### config.mk
export PLATFORM = sky130hd
export DESIGN_NAME = zzg_ctrl
export DESIGN_NICKNAME = d
export VERILOG_FILES = /design/src/zzg_pkg.sv /design/src/zzg_ctrl.sv
export SDC_FILE = /design/constraint.sdc
export NUM_CORES = 1
export LEC_CHECK = 0
export BUFFER_PORTS_ARGS = -buffer_cell sky130_fd_sc_hd__buf_2
export CAP_MARGIN = 20
export CELL_PAD_IN_SITES_DETAIL_PLACEMENT = 0
export CELL_PAD_IN_SITES_GLOBAL_PLACEMENT = 1
export CORE_UTILIZATION = 31
export DETAILED_ROUTE_END_ITERATION = 8
export GPL_ROUTABILITY_DRIVEN = 0
export GPL_TIMING_DRIVEN = 0
export PLACE_DENSITY_LB_ADDON = 0.1
export REMOVE_ABC_BUFFERS = 1
export SLEW_MARGIN = 40
export SYNTH_ARGS = -nofsm -noshare
export SYNTH_HDL_FRONTEND = slang
export SYNTH_SLANG_ARGS = --single-unit
### constraint.sdc
create_clock -name i_clk -period 1.6 [get_ports i_clk]
set_clock_uncertainty 0.1 [all_clocks]
set_input_delay 0.16 -clock i_clk [delete_from_list [all_inputs] [get_ports i_clk]]
set_output_delay 0.16 -clock i_clk [all_outputs]
set_load 0.02 [all_outputs]
### src/zzg_pkg.sv
`default_nettype none
package zzg_pkg;
    localparam int DATA_W        = 32;
    localparam int FRAC_BITS_DEF = 16;
    localparam int ACC_W         = 104;
    localparam int MUL_A_W       = 36;
    localparam int MUL_B_W       = 33;
    localparam int MUL_P_W       = MUL_A_W + MUL_B_W;
    localparam int ADDR_W        = 5;
    localparam int DIV_STEPS     = 32;

    localparam logic [2:0] REG_GRAV_X     = 3'd0;
    localparam logic [2:0] REG_GRAV_Y     = 3'd1;
    localparam logic [2:0] REG_GRAV_Z     = 3'd2;
    localparam logic [2:0] REG_TIME_STEP  = 3'd3;
    localparam logic [2:0] REG_FINAL_TIME = 3'd4;

    localparam logic [31:0] TIME_STEP_RST  = 32'd65536;
    localparam logic [31:0] FINAL_TIME_RST = 32'd6553600;
    localparam logic [31:0] ACC_MAX        = 32'h7FFF_FFFF;
    localparam logic [31:0] ACC_MIN        = 32'h8000_0000;

    typedef struct packed {
        logic signed [31:0] grav_x;
        logic signed [31:0] grav_y;
        logic signed [31:0] grav_z;
        logic [31:0]        time_step;
        logic [31:0]        final_time;
    } t_cfg;

    typedef struct packed {
        logic       load_in;
        logic       tgo;
        logic       t2;
        logic       st_a;
        logic       st_b;
        logic       st_c;
        logic       st_d;
        logic       st_e;
        logic       st_f;
        logic       div;
        logic       store;
        logic       emit;
        logic [1:0] axis;
    } t_cmd;

    typedef struct packed {
        logic out_free;
    } t_sts;
endpackage
`default_nettype wire

### src/zzg_ctrl.sv
`default_nettype none
module zzg_ctrl (
    input  wire            i_clk,
    input  wire            i_rst_n,
    input  wire            i_in_fire,
    input  zzg_pkg::t_sts  i_sts,
    output logic           o_in_ready,
    output zzg_pkg::t_cmd  o_cmd
);
    import zzg_pkg::*;

    localparam logic [3:0] S_IDLE = 4'd0;
    localparam logic [3:0] S_TGO  = 4'd1;
    localparam logic [3:0] S_T2   = 4'd2;
    localparam logic [3:0] S_A    = 4'd3;
    localparam logic [3:0] S_B    = 4'd4;
    localparam logic [3:0] S_C    = 4'd5;
    localparam logic [3:0] S_D    = 4'd6;
    localparam logic [3:0] S_E    = 4'd7;
    localparam logic [3:0] S_F    = 4'd8;
    localparam logic [3:0] S_DIV  = 4'd9;
    localparam logic [3:0] S_STO  = 4'd10;
    localparam logic [3:0] S_EMIT = 4'd11;

    localparam logic [4:0] DIV_LAST = 5'(DIV_STEPS - 1);

    logic [3:0] r_state, n_state;
    logic [1:0] r_axis, n_axis;
    logic [4:0] r_cnt, n_cnt;

    always_ff @(posedge i_clk) begin
        if (!i_rst_n) begin
            r_state <= S_IDLE;
            r_axis  <= '0;
            r_cnt   <= '0;
        end else begin
            r_state <= n_state;
            r_axis  <= n_axis;
            r_cnt   <= n_cnt;
        end
    end

    always_comb begin
        n_state    = r_state;
        n_axis     = r_axis;
        n_cnt      = r_cnt;
        o_cmd      = '0;
        o_cmd.axis = r_axis;
        o_in_ready = 1'b0;
        case (r_state)
            S_IDLE: begin
                o_in_ready  = 1'b1;
                o_cmd.load_in = i_in_fire;
                if (i_in_fire) n_state = S_TGO;
            end
            S_TGO: begin
                o_cmd.tgo = 1'b1;
                n_state   = S_T2;
            end
            S_T2: begin
                o_cmd.t2 = 1'b1;
                n_axis   = '0;
                n_state  = S_A;
            end
            S_A: begin
                o_cmd.st_a = 1'b1;
                n_state    = S_B;
            end
            S_B: begin
                o_cmd.st_b = 1'b1;
                n_state    = S_C;
            end
            S_C: begin
                o_cmd.st_c = 1'b1;
                n_state    = S_D;
            end
            S_D: begin
                o_cmd.st_d = 1'b1;
                n_state    = S_E;
            end
            S_E: begin
                o_cmd.st_e = 1'b1;
                n_state    = S_F;
            end
            S_F: begin
                o_cmd.st_f = 1'b1;
                n_cnt      = '0;
                n_state    = S_DIV;
            end
            S_DIV: begin
                o_cmd.div = 1'b1;
                n_cnt     = r_cnt + 5'd1;
                if (r_cnt == DIV_LAST) n_state = S_STO;
            end
            S_STO: begin
                o_cmd.store = 1'b1;
                if (r_axis == 2'd2) begin
                    n_state = S_EMIT;
                end else begin
                    n_axis  = r_axis + 2'd1;
                    n_state = S_A;
                end
            end
            S_EMIT: begin
                if (i_sts.out_free) begin
                    o_cmd.emit = 1'b1;
                    n_state    = S_IDLE;
                end
            end
            default: n_state = S_IDLE;
        endcase
    end
endmodule
`default_nettype wire

### Word level (Yosys, flattened, before mapping)

Index checks and enable logic that the tools add are counted.

* flip-flop bits (word level): 11
* input port bits: 4
* output and inout port bits: 15
* logic and storage cells: 49

* add/subtract/negate cells: 2
* eq/ne operators: 17
* multiplexer cells: 22
* reduce and logical (&&, ||, !) cells: 5

Operators by type and width (count)
* one-hot mux 4 bit (12 select lines): 1
* equality test 4 x 3 -> 1 bit (second input constant): 4
* equality test 4 bit (second input constant): 4
* 2-to-1 mux 4 bit: 4
* 2-to-1 mux 1 bit: 14
* one-hot mux 5 bit (2 select lines): 1
* equality test 4 x 2 -> 1 bit (second input constant): 2
* inequality test 2 bit (second input constant): 4
* adder 5 x 1 -> 5 bit (second input constant): 1
* equality test 5 bit (second input constant): 1
* equality test 4 x 1 -> 1 bit (second input constant): 1
* zero test 4 bit: 1
* one-hot mux 2 bit (2 select lines): 1
* nonzero test 2 bit: 2
* AND reduction 3 bit: 1
* adder 2 x 1 -> 2 bit (second input constant): 1
* equality test 2 bit (second input constant): 1
* 2-to-1 mux 2 bit: 1
* AND reduction 2 bit: 1

### Depth between registers and ports, before layout

* word-level depth: 3
* depth in mapped cells: 6
* gate-level depth less buffers: 6

### Worst setup path before layout

Ideal clock, no wire load.

* kind: flip-flop to output port
* start: register r_state[1]
* end: output port o_cmd[13] in the netlist's numbering
* data arrival time: 1.678 ns
* data required time: 1.340 ns
* path slack: -0.338 ns
* stages on the path, launching flop included: 4
* buffers on the path: 1
* cell sequence: dfxtp_1 clkbuf_1 nor4_1 and2_1

RTL lines
* start: declaration: RTL line zzg_ctrl.sv:27 `logic [3:0] r_state, n_state;`
* start signal: assignment: RTL line zzg_ctrl.sv:37 `r_state <= n_state;`
* end: declaration: RTL line zzg_ctrl.sv:8 `output zzg_pkg::t_cmd o_cmd`

==> results.md <==
Status:
- The run finished with clean final reports.

Clock network:
- The number of buffers added by the clock tree synthesis step is 3.
- The worst-skew pair later-pin latency is 270 ps.
- The maximum level of the CTS H-tree is 1.
- The number of sinks on the clock net is 11.
- Clock-pin slew was measured on the worst setup and hold paths at 80 ps.
- The master cell of the clock root buffer is clkbuf_4.
- After clock tree synthesis, the flow added hold-fix buffers numbering 0.
- Counting along the longest clock path gives a buffer depth of 2.
- TritonCTS built the clock tree.

Route:
- In this run the remaining antenna-violating nets after routing total 0.
- Dividing the detail-routed wire length by the instance count gives 12.0 um.
- The routed via count is 695.
- The first-iteration detailed-routing DRC count is 12.
- The post-route DRC violation count is 0.
- The number of vias per cell is 4.89.
- The routed wire length is 1700 um.
- The number of detailed-route iterations in the first pass is 4.

Setup path:
- The worst endpoint required time is 1340 ps.
- STA puts the critical path data arrival time at 1300 ps.
- The delay of the slowest cell on the worst path is 410 ps.
- The sort of element at the end of the critical path is an output pin.
- The critical path start-end classification is reg -> out.
- The standard cell with the maximum stage delay on the critical path is or3b_4.
- The critical path launch point type is a flip-flop.
- Walking the worst path, the cells encountered are or3b_4, nor2_2, buf_4.
- The maximum fanout along the worst path is 7.

Timing:
- The worst path needs 1560 ps of the cycle, external delays included.
- Setup repair after global routing could not meet its margin everywhere.
- The count of final max-slew check failures is 0.
- The number of hold violations in the final report is 0.
- Hold timing on the final database bottoms out at a slack of 85.0 ps.
- The final-report setup violation count is 0.
- The maximum frequency from static timing analysis is 0.641 GHz.
- The sum of negative setup slack is 0 ps.
- The pin slew with the least headroom to its limit is 272 ps.
- Of the available clock period, the critical path in the final layout requires 97.5%.
- In this run the tightest slew margin relative to its limit is 81.9%.

Floorplan:
- Measured along the x axis, the die boundary spans 48.4 um.
- 19 I/O pins were placed.
- The number of placement rows is 16.
- The placeable core region is 2000 um2.
- Measured along the y axis, the die boundary spans 48.4 um.
- Once the floorplan was initialized, standard cells occupied 33.4% of the core.
- The die covers 2340 um2.

Logic synthesis:
- The Yosys warning count is 0.
- The total standard cell area after synthesis is 668 um2.
- The area share of fa/ha/maj cells after synthesis is 5.62%.
- Of the total synthesized cell area, the portion taken by AND, OR, NAND and NOR gates is 33.0%.
- The area share of xor/xnor cells in the synthesized design is 1.31%.
- The average size of a mapped cell is 7.77 um2.
- The mux cell area share after synthesis is 3.00%.
- Sequential elements use 33.0% of the synthesized area.
- The combinational family with the most area after synthesis is simple AND/OR/NAND/NOR gates.
- The gate count after technology mapping is 86.
- The unique cell type count in the Yosys netlist is 34.
- The synthesized-area fraction occupied by ao, oa, aoi and oai cells is 15.7%.
- The number of synthesized register bits is 11.

GRT:
- The via count of the first global-routing pass was 605.
- The global-route usage over all layers is 15.5%.
- The total grt overflow is 0.
- The largest net degree at the start of global routing is 15.
- The number of antenna violations at the first check in global routing is 0.
- The first global-routing pass estimated 2840 um of wire.

Pwr:
- The areal power density over the cells is 702 nW/um2.
- Across the VDD grid, the largest voltage drop is 0.000386 V.
- The cell leakage power is 0.432 nW.
- The design draws 0.000685 W.

Layout:
- Of the cells placed in the final design, the portion with a size suffix greater than 1 is 45.2%.
- The growth of design area from synthesis to finish is 45.9%.
- The final net count is 123.
- The repair_antennas step left the layout with diodes totalling 0.
- The final non-filler cell total is 142.

Placed design:
- The half-perimeter wire length of the detailed placement result is 1130 um.
- Including well taps, the total number of placed cells is 126.
- The count of buffers from port buffering is 18.

Min path:
- The type of the worst min-delay path is in -> reg.

Job:
- Across the run, the number of max-cap violations was 0.
==> per-stage QoR <==
step / setup slack, ps / util [%] / cell area (um2)
final: 40.7 / 48.7 / 975
after global routing: -34.1 / 48.7 / 975
after CTS: 0.365 / 43.3 / 867
after detailed placement: -328 / 38.1 / 762
after global placement: -304 / 38.1 / 762
after floorplan: -245 / - / 638
==> logic make-up after synthesis <==
logic type,after synthesis
AOI/OAI and AO/OA,15
xor gates and xnor gates,1
adders and majority gates,3
buffers and inverters,12
DFF,11
muxes,2
and+or+nand+nor,42
==> power by group <==
part	switching (W)	internal (W)
registers	0.0000282	0.000281
clock network	0.000106	0.0000925
logic	0.0000945	0.0000822
total	0.000229	0.000456
==> layout by cell type (no fill, tap or decap), types with 2 or more instances in the layout <==
cell type	instances
nor3_1	5
a22oi_1	2
buf_2	16
nand2_1	12
nand3_1	3
a21oi_1	2
clkbuf_4	3
a21boi_0	2
and2_1	2
a31oi_1	3
inv_1	6
nor2_1	6
buf_4	13
ha_4	2
dfxtp_1	5
dfxtp_4	5
==> worst max-delay path, delay by kind of cell, from the launching register on <==
| family | cells | cell delay [ps] |
|---|---|---|
| DFF | 1 | 400 |
| and+or+nand+nor | 2 | 490 |
| buffers and inverters | 1 | 140 |
==> cell usage after synthesis (all sizes together) <==
library cell | n | area, um2
and2 | 2 | 12.5
a211oi | 1 | 7.51
nand2 | 12 | 45.0
o211ai | 1 | 7.51
clkbuf | 3 | 11.3
or4 | 1 | 7.51
nand3 | 3 | 15.0
xnor2 | 1 | 8.76
nand2b | 2 | 12.5
nor2b | 1 | 6.26
ha | 3 | 37.5
a31oi | 3 | 18.8
o32ai | 1 | 8.76
or3b | 1 | 11.3
nor4 | 1 | 6.26
a21o | 1 | 7.51
mux2i | 2 | 20.0
nor2 | 7 | 26.3
nor3 | 5 | 25.0
a22oi | 2 | 15.0
buf | 2 | 18.8
dfxtp | 11 | 220
nand3b | 1 | 7.51
o22ai | 1 | 6.26
a311oi | 1 | 8.76
and4bb | 1 | 12.5
and3 | 2 | 12.5
a21boi | 2 | 15.0
or2 | 1 | 6.26
a21oi | 2 | 10.0
nor3b | 1 | 7.51
inv | 7 | 26.3
nand4 | 1 | 6.26
==> sequential cells by signal, summed over array words and instances (netlist names) <==
| name | count |
|---|---|
| r_cnt | 5 |
| r_state | 4 |
| r_axis | 2 |
==> path summary, 6_finish.rpt <==
path	depth (start not counted)	slack (ps)	end	from
min reg2reg	2	400	r_axis[0]$_SDFFE_PN0P_	r_axis[0]$_SDFFE_PN0P_
min	3	90	r_axis[1]$_SDFFE_PN0P_	i_rst_n
max	3	40	o_cmd[5]	r_state[3]$_SDFFE_PN0P_
max reg2reg	6	60	r_state[1]$_SDFFE_PN0P_	r_cnt[1]$_SDFFE_PN0P_
==> per-layer routing <==
layer | global-route usage [%] | part of all wire, %
met5 | 0 | 0
met4 | 5.88 | 0
met3 | 2.83 | 3.1
met2 | 23.5 | 46
met1 | 21.9 | 51
==> area by class of cell <==
cell class	count	area, um2
Fill cell	222	1030
Timing Repair Buffer	30	189
Clock buffer	3	22.5
Sequential cell	11	240
Clock inverter	1	5.00
Tap cell	27	33.8
Multi-Input combinational cell	63	458
Inverter	7	26.3
==> repair_timing <==
action	CTS	global route
endpoints found under the setup margin	14	9
buffers inserted	6	6
pin swaps	3	5
gates resized for setup	16	13
Note: power is estimated with default switching activity, not from simulation.
